### config.mk
export PLATFORM = sky130hd
export DESIGN_NAME = tvd_ram
export DESIGN_NICKNAME = d
export VERILOG_FILES = /design/src/hw/rtl/assert_macros.svh /design/src/hw/rtl/tvd_ram.sv
export SDC_FILE = /design/constraint.sdc
export NUM_CORES = 1
export LEC_CHECK = 0
export ABC_CLOCK_PERIOD_IN_PS = 2700
export BUFFER_PORTS_ARGS = -buffer_cell sky130_fd_sc_hd__buf_2
export CORE_MARGIN = 3
export CORE_UTILIZATION = 35
export CTS_BUF_LIST = sky130_fd_sc_hd__clkbuf_4
export CTS_CLUSTER_SIZE = 20
export DETAILED_ROUTE_END_ITERATION = 10
export PLACE_DENSITY = 0.56
export SKIP_LAST_GASP = 1
export SYNTH_ARGS = -nofsm -noshare
export SYNTH_HDL_FRONTEND = slang
export SYNTH_SLANG_ARGS = --single-unit
### constraint.sdc
create_clock -name clk -period 2.7 [get_ports clk]
set_clock_uncertainty 0.15 [all_clocks]
set_input_delay 0.405 -clock clk [delete_from_list [all_inputs] [get_ports clk]]
set_output_delay 0.405 -clock clk [all_outputs]
set_load 0.02 [all_outputs]
### src/hw/rtl/assert_macros.svh
// Assertion macros shared by the vertex dedup table RTL.
`ifndef ASSERT_MACROS_SVH
`define ASSERT_MACROS_SVH

`ifndef SYNTHESIS

`define TVD_ASSERT(lbl, clk, rst_n, prop, msg) \
  lbl: assert property (@(posedge clk) disable iff (!rst_n) prop) else $error(msg);

`define TVD_ASSERT_NEVER(lbl, clk, rst_n, cond, msg) \
  lbl: assert property (@(posedge clk) disable iff (!rst_n) !(cond)) else $error(msg);

`else

`define TVD_ASSERT(lbl, clk, rst_n, prop, msg)

`define TVD_ASSERT_NEVER(lbl, clk, rst_n, cond, msg)

`endif

`endif

### src/hw/rtl/tvd_ram.sv
// Generic single-write, single-read RAM with registered read data.
module tvd_ram #(
  parameter int WIDTH = 8,
  parameter int DEPTH = 16
) (
  input  logic                     clk,
  input  logic                     we,
  input  logic [$clog2(DEPTH)-1:0] waddr,
  input  logic [WIDTH-1:0]         wdata,
  input  logic [$clog2(DEPTH)-1:0] raddr,
  output logic [WIDTH-1:0]         rdata
);

  logic [WIDTH-1:0] mem [DEPTH];
  logic [WIDTH-1:0] rdata_r;

  always_ff @(posedge clk) begin
    if (we) begin
      mem[waddr] <= wdata;
    end
    rdata_r <= mem[raddr];
  end

  assign rdata = rdata_r;

endmodule

## After elaboration in Yosys (flattened, before gate mapping)

Memory sizes are Yosys's and may differ from the RTL's. A register that Yosys moved wholly into a read port is not among the register bits.
Index checks and enable logic that the tools add are counted.

- Memory bits (writable): 128
- Flip-flop bits (word level): 0
- Word-level logic and storage cells: 3
- Bits of input ports: 18
- Output and inout bits: 8
- Memories: 1

Memories:

| name | words | width | read ports | clocked after memory_dff | write ports | RTL line | source |
|---|---|---|---|---|---|---|---|
| mem | 16 | 8 | 1 | 1 | 1 | tvd_ram.sv:14 | `logic [WIDTH-1:0] mem [DEPTH];` |

- Mux-type cells: 2

Operator list:

| cell | count |
|---|---|
| 1-bit two-way mux | 2 |

## Depth between registers and ports, before layout

- Depth in word-level cells: 2
- Mapped depth: 5
- Mapped depth without buffers: 3

## Worst setup path before layout

Ideal clock, no wire load.

- Kind: input port to flip-flop
- Start: input port waddr[2]
- End: memory mem[0][0] (enable)
- Arrival time: 1.515 ns
- Setup time: 0.383 ns
- Required time: 2.167 ns
- Slack: 0.652 ns
- Buffers on the path: 0
- Cell stages on the path: 2
- Cells stage by stage: or3b_2 nor3_1

RTL lines:

| element | RTL line | source |
|---|---|---|
| start: declaration | tvd_ram.sv:8 | `input logic [$clog2(DEPTH)-1:0] waddr,` |
| end: declaration | tvd_ram.sv:14 |  |

No word-level cell before the write port.

## Worst setup path in the final report

- Start: input port waddr[2]
- End: memory mem[3][2] (enable)

No word-level cell before the write port.

==> metrics.md <==
| Metric | Value |
|---|---|
| Via/cell ratio | `5.059` |
| ANT nets after route | `0` |
| RSZ-0062 raised after global routing | `false` |
| DRC Markers | `0` |
| Initial antenna violation count | `1` |
| Worst path max stage delay | `0.68 ns` |
| Clk root buf | `clkbuf_4` |
| Pleak | `1.994 nW` |
| GPL Wtd Cong | `0.7938` |
| Post-layout minimum cycle time | `1.734 ns` |
| Placed Cells incl. Taps | `443` |
| Critical Path Start Type | `input pin` |
| DP Wirelength | `6.427 mm` |
| Net Switching | `885.1 uW` |
| Total gr overflow | `0` |
| Sw frac | `20.71%` |
| Final wirelength | `10.38 mm` |
| PortBufs | `25` |
| Hold Slack | `0.1213 ns` |
| Final setup margin | `0.9665 ns` |
| PwrDens | `718.3 nW/um2` |
| Area Growth Syn to Fin | `15.61%` |
| Pin count of the biggest net entering global routing | `33` |
| Measured slew at the worst slew-check pin | `0.8646 ns` |
| Design area | `5951 um2` |
| Hold Buf Count CTS | `0` |
| Outcome | `completed` |
| Post-synth cell types | `19` |
| DIE HEIGHT | `127.3 um` |
| IO Pins | `26` |
| Initial drt markers | `166` |
| Post-Synthesis Cells | `229` |
| CP Max Fanout | `8` |
| All-Layer GR Usage | `13.57%` |
| Critical Setup Path Class | `input pin to flip-flop` |
| Worst-case clock buffer depth | `2` |
| Share of layout cells above drive strength 1 | `31.86%` |
| Fin crit share | `64.20%` |
| Clock Power Share | `39.1%` |
| Die width | `127.3 um` |
| Slew HR | `42.15%` |
| Power, Total | `4.275 mW` |
| Count of final setup violators | `0` |
| Seq cells post-synth | `136` |
| Clock-pin slew on the worst setup and hold paths | `0.12 ns` |
| DP Area | `5579 um2` |
| Final-report max-slew violation count | `0` |
| Initial Util | `36.38%` |
| CTS tree | `yes` |
| Main area contributors after synthesis | `edfxtp_1 75%, mux4_2 7.9%, mux4_1 7.1%, dfxtp_1 3.1%, a22oi_1 2.3%` |
| Synth Cell Area | `5147 um2` |
| Final Hold Vio Count | `0` |
| Worst Hold Class | `input pin to flip-flop` |
| Total Die Area | `16,200 um2` |
| Core Box Area | `14,150 um2` |
| Clock Latency Late Sink | `0.51 ns` |
| Top cell type by total area after synthesis | `edfxtp_1` |
| Post-synthesis sequential area ratio | `77.78%` |
| Worst setup EP type | `flip-flop` |
| Crit-path cells | `buf_2 > or3b_2 > nor2_1` |
| Avg WL per Cell | `21.82 um` |
| Post-CTS Setup Bufs | `0` |
| Vias in the first global route | `2,572` |
| Max cap viols | `0` |
| Nets | `300` |
| TritonCTS Buffers | `17` |
| Setup TNS | `0 ns` |
| Finished Layout Cells | `476` |
| Final core occ | `42.06%` |
| Sequential Power Share | `55.4%` |
| Syn. warnings | `0` |
| Post-CTS resize count | `0` |
| CP arrival | `1.72 ns` |
| Rows | `43` |
| DP Worst Slack | `0.4289 ns` |
| Synthesized Nets | `247` |
| Fmax | `0.5769 GHz` |
| Synth top area share | `74.67%` |
| CTS H-tree depth | `4` |
| DRT Pass-1 Iters | `4` |
| Comb power frac | `5.5%` |
| Vias | `2,408` |
| Slowest CP cell | `nor2_1` |
| Worst EP required | `2.68 ns` |
| Int Pwr | `3.389 mW` |
| Synth Area per Inst | `22.48 um2` |
| CTS sink cnt | `136` |
| Max VDD drop | `0.0003509 V` |
| First-pass GRT wire length | `15.74 mm` |
## critical path, delay by kind of cell
| kind | cells | cell delay (ns) |
|---|---|---|
| and+or+nand+nor | 2 | 1.19 |
| buffers and inverters | 1 | 0.12 |
## power by group through the flow
stage	logic [mW]	clock network [mW]	registers (mW)
after floorplan	0.120	0	2.43
after CTS	0.241	1.70	2.37
final	0.235	1.67	2.37
after global routing	0.256	1.79	2.38
after global placement	0.235	0	2.42
after detailed placement	0.241	0	2.42
## final timing paths
kind | startpoint | end | slack [ns] | cells past startpoint
worst min-delay path | wdata[5] | mem[0][5]$_DFFE_PP_ | 0.12 | 1
worst max register to register | mem[2][1]$_DFFE_PP_ | rdata[1]$_DFF_P_ | 1.21 | 3
worst max-delay path | waddr[2] | mem[3][2]$_DFFE_PP_ | 0.97 | 3
worst min register to register | mem[4][3]$_DFFE_PP_ | rdata[3]$_DFF_P_ | 0.55 | 3
## area by class of cell
type	count	area (um2)
diodes	1	2.502
well taps	180	225.2
clock buffers	19	142.6
flip-flops and latches	136	4004
repair buffers	44	292.8
clock inverters	13	226.5
fillers	1261	8199
multi-input cells	83	1057
## synth_stat cells
cell             count
edfxtp_1           128
mux4_2              18
a22oi_1             16
mux4_1              14
nor2_1              13
nand2_1              9
dfxtp_1              8
nor3_1               4
buf_2                3
buf_6                3
clkdlybuf4s25_2      3
nand2b_1             2
nand3b_1             2
and2_1               1
and2b_1              1
buf_4                1
nand3_1              1
nor2b_1              1
or3b_2               1
## per-layer routing
layer | track usage [%] | up-vias | share of wire (%)
met3 | 4.139 | 5 | 4.3
li1 | - | 1084 | -
met2 | 22.89 | 55 | 51
met4 | 2.461 | 0 | 0.61
met1 | 17.66 | 1264 | 44
met5 | 0 | - | 0
## flip-flops by register name, indices dropped and copies added (netlist names)
name	cells
mem	128
rdata	8
## cells in the final DEF (no fill, tap or decap), types with 2 or more instances in the layout
cell type / Yosys / layout
a22oi_1: 16 / 16
buf_12: 0 / 2
buf_2: 3 / 25
buf_4: 1 / 17
bufinv_16: 0 / 6
clkbuf_4: 0 / 19
clkinv_2: 0 / 2
clkinv_4: 0 / 2
clkinvlp_4: 0 / 2
dfxtp_1: 8 / 8
edfxtp_1: 128 / 128
mux4_1: 14 / 14
mux4_2: 18 / 18
nand2_1: 9 / 9
nand2b_1: 2 / 2
nand3b_1: 2 / 2
nor2_1: 13 / 13
nor3_1: 4 / 4
## logic make-up after synthesis
| logic type | Yosys count | share of synthesized area [%] |
|---|---|---|
| AND/OR/NAND/NOR | 35 | 3.184 |
| AO/OA/AOI/OAI | 16 | 2.334 |
| buffers and inverters | 10 | 1.677 |
| multiplexers | 32 | 15.02 |
| flip-flops | 136 | 77.78 |
No activity file was read; power rests on OpenSTA's default activity.
