## src/hw/rtl/assert_macros.svh

```systemverilog
// Assertion macros shared by the vertex dedup table RTL.
`ifndef ASSERT_MACROS_SVH
`define ASSERT_MACROS_SVH

`ifndef SYNTHESIS

`define TVD_ASSERT(lbl, clk, rst_n, prop, msg) \
  lbl: assert property (@(posedge clk) disable iff (!rst_n) prop) else $error(msg);

`define TVD_ASSERT_NEVER(lbl, clk, rst_n, cond, msg) \
  lbl: assert property (@(posedge clk) disable iff (!rst_n) !(cond)) else $error(msg);

`else

`define TVD_ASSERT(lbl, clk, rst_n, prop, msg)

`define TVD_ASSERT_NEVER(lbl, clk, rst_n, cond, msg)

`endif

`endif

```

## src/hw/rtl/tvd_pkg.sv

```systemverilog
// Package with constants, types and helper functions of the vertex dedup table.
package tvd_pkg;

  localparam int SLOT_BITS   = 16;
  localparam int TABLE_SLOTS = 1 << SLOT_BITS;
  localparam int ID_BITS     = 16;
  localparam int COORD_W     = 32;
  localparam int POS_W       = 3 * COORD_W;
  localparam int FACE_W      = 32;
  localparam int VNUM_W      = 16;

  localparam logic [COORD_W-1:0] HASH_K1 = 32'd2654435761;
  localparam logic [COORD_W-1:0] HASH_K2 = 32'd2246822519;
  localparam logic [COORD_W-1:0] HASH_K3 = 32'd3266489917;

  localparam logic MODE_FACE   = 1'b0;
  localparam logic MODE_CORNER = 1'b1;

  localparam logic [1:0] ST_OK      = 2'd0;
  localparam logic [1:0] ST_NOT_TRI = 2'd1;
  localparam logic [1:0] ST_FULL    = 2'd2;

  localparam logic [1:0] CSLOT_NONE = 2'd3;

  typedef struct packed {
    logic               valid;
    logic [POS_W-1:0]   pos;
    logic [ID_BITS-1:0] vid;
  } slot_word_t;

  localparam int WORD_W = $bits(slot_word_t);

  typedef struct packed {
    logic                 done;
    logic [SLOT_BITS-1:0] slot;
  } hash_rsp_t;

  function automatic logic [COORD_W-1:0] canon_zero(input logic [COORD_W-1:0] v);
    return (v[COORD_W-2:0] == '0) ? '0 : v;
  endfunction

  function automatic logic is_nan(input logic [COORD_W-1:0] v);
    return (v[30:23] == 8'hFF) && (v[22:0] != '0);
  endfunction

  function automatic logic [VNUM_W-1:0] vid_to_vnum(input logic [ID_BITS-1:0] v);
    logic [ID_BITS+VNUM_W-1:0] w;
    w = {{VNUM_W{1'b0}}, v};
    return w[VNUM_W-1:0];
  endfunction

endpackage

```

## src/hw/rtl/tvd_hash.sv

```systemverilog
// Iterative position hash built around one shared 32 by 32 multiplier.
`include "assert_macros.svh"

module tvd_hash (
  input  logic                    clk,
  input  logic                    rst_n,
  input  logic                    start,
  input  logic [tvd_pkg::POS_W-1:0] pos,
  output tvd_pkg::hash_rsp_t      rsp
);
  import tvd_pkg::*;

  localparam logic [2:0] H_IDLE = 3'd0;
  localparam logic [2:0] H_MX   = 3'd1;
  localparam logic [2:0] H_MY   = 3'd2;
  localparam logic [2:0] H_MIX1 = 3'd3;
  localparam logic [2:0] H_MIX2 = 3'd4;
  localparam logic [2:0] H_MFIN = 3'd5;
  localparam logic [2:0] H_DONE = 3'd6;

  logic [2:0]           step_r, step_nxt;
  logic [COORD_W-1:0]   h_r, p_r;
  logic [COORD_W-1:0]   mul_a, mul_k, h3, fin;
  logic [2*COORD_W-1:0] prod;
  logic [COORD_W-1:0]   px, py, pz;

  assign px = pos[POS_W-1:2*COORD_W];
  assign py = pos[2*COORD_W-1:COORD_W];
  assign pz = pos[COORD_W-1:0];

  always_comb begin
    mul_a = px;
    mul_k = HASH_K1;
    step_nxt = step_r;
    unique case (step_r)
      H_IDLE: if (start) step_nxt = H_MX;
      H_MX: begin
        step_nxt = H_MY;
      end
      H_MY: begin
        mul_a = py;
        mul_k = HASH_K2;
        step_nxt = H_MIX1;
      end
      H_MIX1: begin
        mul_a = pz;
        mul_k = HASH_K3;
        step_nxt = H_MIX2;
      end
      H_MIX2: step_nxt = H_MFIN;
      H_MFIN: begin
        mul_a = h_r;
        mul_k = HASH_K2;
        step_nxt = H_DONE;
      end
      H_DONE: step_nxt = H_IDLE;
      default: step_nxt = H_IDLE;
    endcase
  end

  assign prod = mul_a * mul_k;
  assign h3   = h_r ^ (p_r + (h_r >> 11));
  assign fin  = p_r ^ (p_r >> 13);

  always_ff @(posedge clk) begin
    if (!rst_n) begin
      step_r <= H_IDLE;
    end else begin
      step_r <= step_nxt;
    end
  end

  always_ff @(posedge clk) begin
    case (step_r)
      H_MX:   h_r <= prod[COORD_W-1:0];
      H_MY:   p_r <= prod[COORD_W-1:0];
      H_MIX1: begin
        h_r <= h_r ^ (p_r + (h_r >> 13));
        p_r <= prod[COORD_W-1:0];
      end
      H_MIX2: h_r <= h3 ^ (h3 >> 15);
      H_MFIN: p_r <= prod[COORD_W-1:0];
      default: begin
      end
    endcase
  end

  assign rsp.done = (step_r == H_DONE);
  assign rsp.slot = fin[SLOT_BITS-1:0];

  `TVD_ASSERT(a_done_single, clk, rst_n, rsp.done |=> !rsp.done, "hash done held")

endmodule

```

## config.mk

```make
export PLATFORM = sky130hd
export DESIGN_NAME = tvd_hash
export DESIGN_NICKNAME = d
export VERILOG_FILES = /design/src/hw/rtl/tvd_pkg.sv /design/src/hw/rtl/tvd_hash.sv
export VERILOG_INCLUDE_DIRS = /design/src /design/src/hw/rtl
export SDC_FILE = /design/constraint.sdc
export NUM_CORES = 1
export LEC_CHECK = 0
export BUFFER_PORTS_ARGS = -buffer_cell sky130_fd_sc_hd__buf_2
export CELL_PAD_IN_SITES_DETAIL_PLACEMENT = 0
export CELL_PAD_IN_SITES_GLOBAL_PLACEMENT = 2
export CORE_MARGIN = 2
export CORE_UTILIZATION = 35
export DETAILED_ROUTE_END_ITERATION = 8
export PLACE_DENSITY = 0.76
export SKIP_CTS_REPAIR_TIMING = 1
export SLEW_MARGIN = 0
export SYNTH_ARGS = -nofsm -noshare
export SYNTH_HDL_FRONTEND = slang
export SYNTH_SLANG_ARGS = --single-unit
```

## constraint.sdc

```tcl
create_clock -name clk -period 8 [get_ports clk]
set_input_delay 0.4 -clock clk [delete_from_list [all_inputs] [get_ports clk]]
set_output_delay 0.4 -clock clk [all_outputs]
set_load 0.1 [all_outputs]
```

## Yosys cells after proc, flatten, opt, wreduce, memory -nomap -nowiden

Index checks and enable logic that the tools add are counted.

- Add/sub/neg operators: 2
- Multiply operators: 1
- Equal/unequal tests: 7
- Muxes and demuxes: 5
- Bitwise operators: 4
- Reduce and logical (&&, ||, !) cells: 4

Operator list:

| cell | count |
|---|---|
| one-hot mux 32 bit (3 select lines) | 2 |
| XOR 32 bit | 2 |
| one-hot mux 31 bit (2 select lines) | 1 |
| adder 32 x 19 -> 32 bit | 1 |
| adder 32 x 21 -> 32 bit | 1 |
| multiplier 32 x 32 -> 32 bit | 1 |
| XOR 32 x 17 -> 32 bit | 1 |
| one-hot mux 3 bit (6 select lines) | 1 |
| XOR 16 bit | 1 |
| == test 3 bit, second input constant | 3 |
| == test 3 x 2 -> 1 bit, second input constant | 2 |
| == test 3 x 1 -> 1 bit, second input constant | 1 |
| zero test 3 bit | 1 |
| two-way mux 3 bit | 1 |
| nonzero test 3 bit | 1 |
| OR reduction 3 bit | 1 |
| != test 2 bit, second input constant | 1 |
| OR reduction 2 bit | 1 |

- Register bits: 67
- Logic and storage cells: 26

## Longest topological paths before layout

- Depth in word-level cells: 5
- Mapped depth: 37
- Depth with buffers taken out: 33

## Worst setup path before layout

Ideal clock, no wire load.

- Kind: register -> register
- From: register step_r[0]
- To: register h_r[31] (data pin)
- Setup time: 260 ps
- Arrival time: 8242 ps
- Data required time: 7740 ps
- Slack: -503 ps
- Cell stages (with the launch flop): 32
- Clock period less this slack: 8503 ps
- Cells stage by stage: dfxtp_1 buf_4 and3b_1 buf_6 nor2_8 inv_2 buf_6 clkbuf_1 o21a_1 inv_1 fa_1 inv_1 fa_1 inv_1 fa_1 inv_1 fa_1 inv_1 fa_1 fa_1 inv_1 fa_1 fa_1 xor2_1 xnor2_1 xnor2_1 xnor2_1 xnor2_1 xnor3_1 xnor3_1 xnor2_1 o2bb2ai_1

- Cells in the longest elaborated chain, start to end: 5

Ends and longest elaborated chain:

| what | RTL line | text |
|---|---|---|
| from (decl) | tvd_hash.sv:21 | `logic [2:0] step_r, step_nxt;` |
| from (signal assigned) | tvd_hash.sv:69 | `step_r <= step_nxt;` |
| == test 3 bit or == test 3 x 2 -> 1 bit (tied branches) | tvd_hash.sv:35 | `unique case (step_r)` |
| OR reduction 2 bit (no line) | - |  |
| one-hot mux 31 bit (2 select lines) | tvd_hash.sv:35 |  |
| multiplier 32 x 32 -> 32 bit * | tvd_hash.sv:61 | `assign prod = mul_a * mul_k;` |
| via prod[31] | tvd_hash.sv:24 | `logic [2*COORD_W-1:0] prod;` |
| one-hot mux 32 bit (3 select lines) * | tvd_hash.sv:74 | `case (step_r)` |
| to (signal assigned) | tvd_hash.sv:75 | `H_MX: h_r <= prod[COORD_W-1:0];` |
| to (signal assigned) | tvd_hash.sv:78 | `h_r <= h_r ^ (p_r + (h_r >> 13));` |
| to (signal assigned) | tvd_hash.sv:81 | `H_MIX2: h_r <= h3 ^ (h3 >> 15);` |
| to (decl) | tvd_hash.sv:22 | `logic [COORD_W-1:0] h_r, p_r;` |

Mark *: on every way through the listed nets, which the timed path passes. The rest lies on a longest branch.
A chain may end at the register's enable or synchronous reset.

## Worst setup path after layout

- From: register step_r[0]
- To: register h_r[28] (data pin)

The elaborated chain is that of the path after synthesis.

==> results_dict.tcl <==
set metrics [dict create \
    avgRoutedWirePerCell_um 25.0 \
    final.setup.tns_ps 0 \
    rows 87 \
    finClkSkew_ps 7.41 \
    max_cap_violations 0 \
    clk_pin_slew_ps 60 \
    grt_pass1_vias 17000 \
    fin_crit_ps 7890 \
    drive_gt1_share_pct 21.0 \
    h-tree-depth 3 \
    synth_fp_nets 2726 \
    ys_seq_area_share_pct 9.94 \
    cts.sinks 67 \
    routed_via_density 5.13 \
    dieArea_sq_um 58900 \
    setup_viol_count_final 0 \
    hp-class "in2reg" \
    grt_usage_pct 26.7 \
    fmax_mhz 127 \
    worst_pin_slew_ps 1270 \
    slowest_delay_ps 570 \
    cts-root-buf "clkbuf_16" \
    critPathSlowestCell "fa_2" \
    insertion_delay_ps 340 \
    ys.flop_type "edfxtp_1" \
    drcViolationCount 0 \
    start_util_pct 35.4 \
    end_kind "register" \
    synth_cell_type_count 72 \
    cp.arrival_ps 7970 \
    num-nets-final 3046 \
    cts_tree "built" \
    wl_um 78400 \
    cp_max_fo 7 \
    drt-pass1-iter-count 5 \
    fill_cells 5670 \
    final_hold_viol_count 0 \
    synth-edff-count 64 \
    io_buffers 115 \
    period_share_pct 98.6 \
    synth-seq-cells 67 \
    die_y_um 243 \
    async_flop_share_pct 0 \
    dp_hpwl_um 69900 \
    io-pin-count 116 \
    start_kind "register" \
    cts_buffer_depth 2 \
    drv_slew 0 \
    place_congestion 0.989 \
    path_class "reg2reg" \
    slew_headroom_pct 14.9 \
    grt_max_degree 33 \
    core-area_sq_um 56400 \
    syn_inst 2058 \
    numCtsBuffers 9 \
    cpMostUsedCell "fa_1" \
    grt_pass1_wl_um 114000 \
    gr-total-overflow 0 \
    ant_nets 0 \
    required_ps 8080 \
    syn_area_per_cell_sq_um 9.69 \
    rsz0062_at_grt "true" \
    antenna_cells 0 \
    die_w_um 243 \
    first_iter_violations 1444 \
    areaGrowthSynthToFinish_pct 20.5 \
    status "complete, no violations" \
    synth_area_sq_um 19900 \
    yosys_warnings 0 \
    vias 16100 \
    antenna_found_initial 0 \
]
## cells in the mapped netlist (4+ instances only)
cell type | number | area share [%]
a211oi_1 | 7 | 0.26
a21o_1 | 36 | 1.4
a21oi_1 | 69 | 1.7
a21oi_2 | 6 | 0.26
a221o_1 | 4 | 0.20
a22o_1 | 10 | 0.44
a22oi_1 | 36 | 1.4
a31o_2 | 4 | 0.18
a31oi_1 | 9 | 0.28
and2_1 | 18 | 0.56
and3_1 | 18 | 0.56
buf_2 | 4 | 0.10
buf_4 | 4 | 0.15
buf_6 | 4 | 0.23
clkbuf_1 | 33 | 0.62
edfxtp_1 | 64 | 9.6
fa_1 | 395 | 40
ha_1 | 174 | 11
inv_1 | 477 | 9.0
mux2_2 | 5 | 0.28
mux2i_1 | 14 | 0.70
nand2_1 | 138 | 2.6
nand2b_1 | 9 | 0.28
nand3_1 | 20 | 0.50
nand4_1 | 5 | 0.16
nor2_1 | 86 | 1.6
nor3_1 | 14 | 0.35
o211ai_1 | 5 | 0.19
o21a_1 | 12 | 0.45
o21ai_0 | 69 | 1.7
o21ai_1 | 5 | 0.13
o21bai_1 | 11 | 0.41
o221ai_1 | 5 | 0.22
o2bb2ai_1 | 6 | 0.26
or3_1 | 6 | 0.19
xnor2_1 | 145 | 6.4
xnor3_1 | 4 | 0.45
xor2_1 | 69 | 3.0
## sequential cells by signal, indices dropped and copies added (netlist names)
| name | cells |
|---|---|
| h_r | 32 |
| p_r | 32 |
| step_r | 3 |
## cell type report
type	count	area [sq um]	area share, %
timing repair buffer	357	2630	10.9
tap	756	946	3.94
clock inverter	7	92.6	0.385
inverter	479	1810	7.53
sequential	67	1990	8.26
multi-input combinational	1464	16300	68.0
clock buffer	9	225	0.937
## kinds of logic (layout without fill, tap and decap cells)
family	Yosys count	in the layout	share of synthesized area (%)
adder cells (fa/ha/maj)	569	569	50.6
buffers and inverters	527	852	10.2
other	1	1	0.0188
AO/OA/AOI/OAI	320	320	10.7
AND/OR/NAND/NOR	337	337	7.77
flip-flops	67	67	9.94
XOR/XNOR	218	218	9.85
multiplexers	19	19	0.985
## through the flow
stage	hold WS, ps	utilization [%]	cells	area, sq um	setup WS, ps
floorplan	546	-	2058	20000	-9.53
global placement	687	40.9	3104	23000	2.14
detailed placement	670	40.9	3104	23000	-113
CTS	319	41.4	3120	23400	-113
global route	328	42.6	3139	24000	-96.7
finish	318	42.6	3139	24000	115
## worst paths after layout
path | startpoint | to | slack, ps | cells after the start
worst min register to register | step_r[1] | step_r[0] | 690 | 2
worst min-delay path | rst_n | step_r[2] | 320 | 3
worst max register to register | step_r[0] | h_r[28] | 110 | 28
worst max-delay path | step_r[0] | h_r[28] | 110 | 28
## per-layer routing
| metal | up-vias | global-route usage [%] | wire [um] |
|---|---|---|---|
| li1 | 7133 | - | - |
| met1 | 8184 | 38.5 | 35100 |
| met2 | 666 | 42.4 | 35500 |
| met3 | 117 | 3.01 | 5110 |
| met4 | 0 | 7.72 | 2690 |
| met5 | - | 0 | 0 |
## worst max-delay path, delay by kind of cell, from the launching register on
family,cells,cell delay (ps)
adder cells (fa/ha/maj),9,4350
AO/OA/AOI/OAI,8,1200
AND/OR/NAND/NOR,3,940
buffers and inverters,7,650
flip-flops,1,340
XOR/XNOR,1,160
## cells in the final DEF, fill, tap and decap left out, types with 14 or more instances in the layout
cell type | synthesis | final
inv_1 | 477 | 466
fa_1 | 395 | 382
buf_4 | 4 | 213
ha_1 | 174 | 166
xnor2_1 | 145 | 143
nand2_1 | 138 | 126
buf_2 | 4 | 115
nor2_1 | 86 | 71
xor2_1 | 69 | 69
a21oi_1 | 69 | 64
edfxtp_1 | 64 | 64
o21ai_0 | 69 | 58
a21o_1 | 36 | 36
a22oi_1 | 36 | 30
nand3_1 | 20 | 20
and3_1 | 18 | 17
buf_6 | 4 | 15
and2_1 | 18 | 14
mux2i_1 | 14 | 14
Power is left out: the tool's default activity adds up to more than one toggle a clock period on the data nets, which glitch-free logic cannot reach.
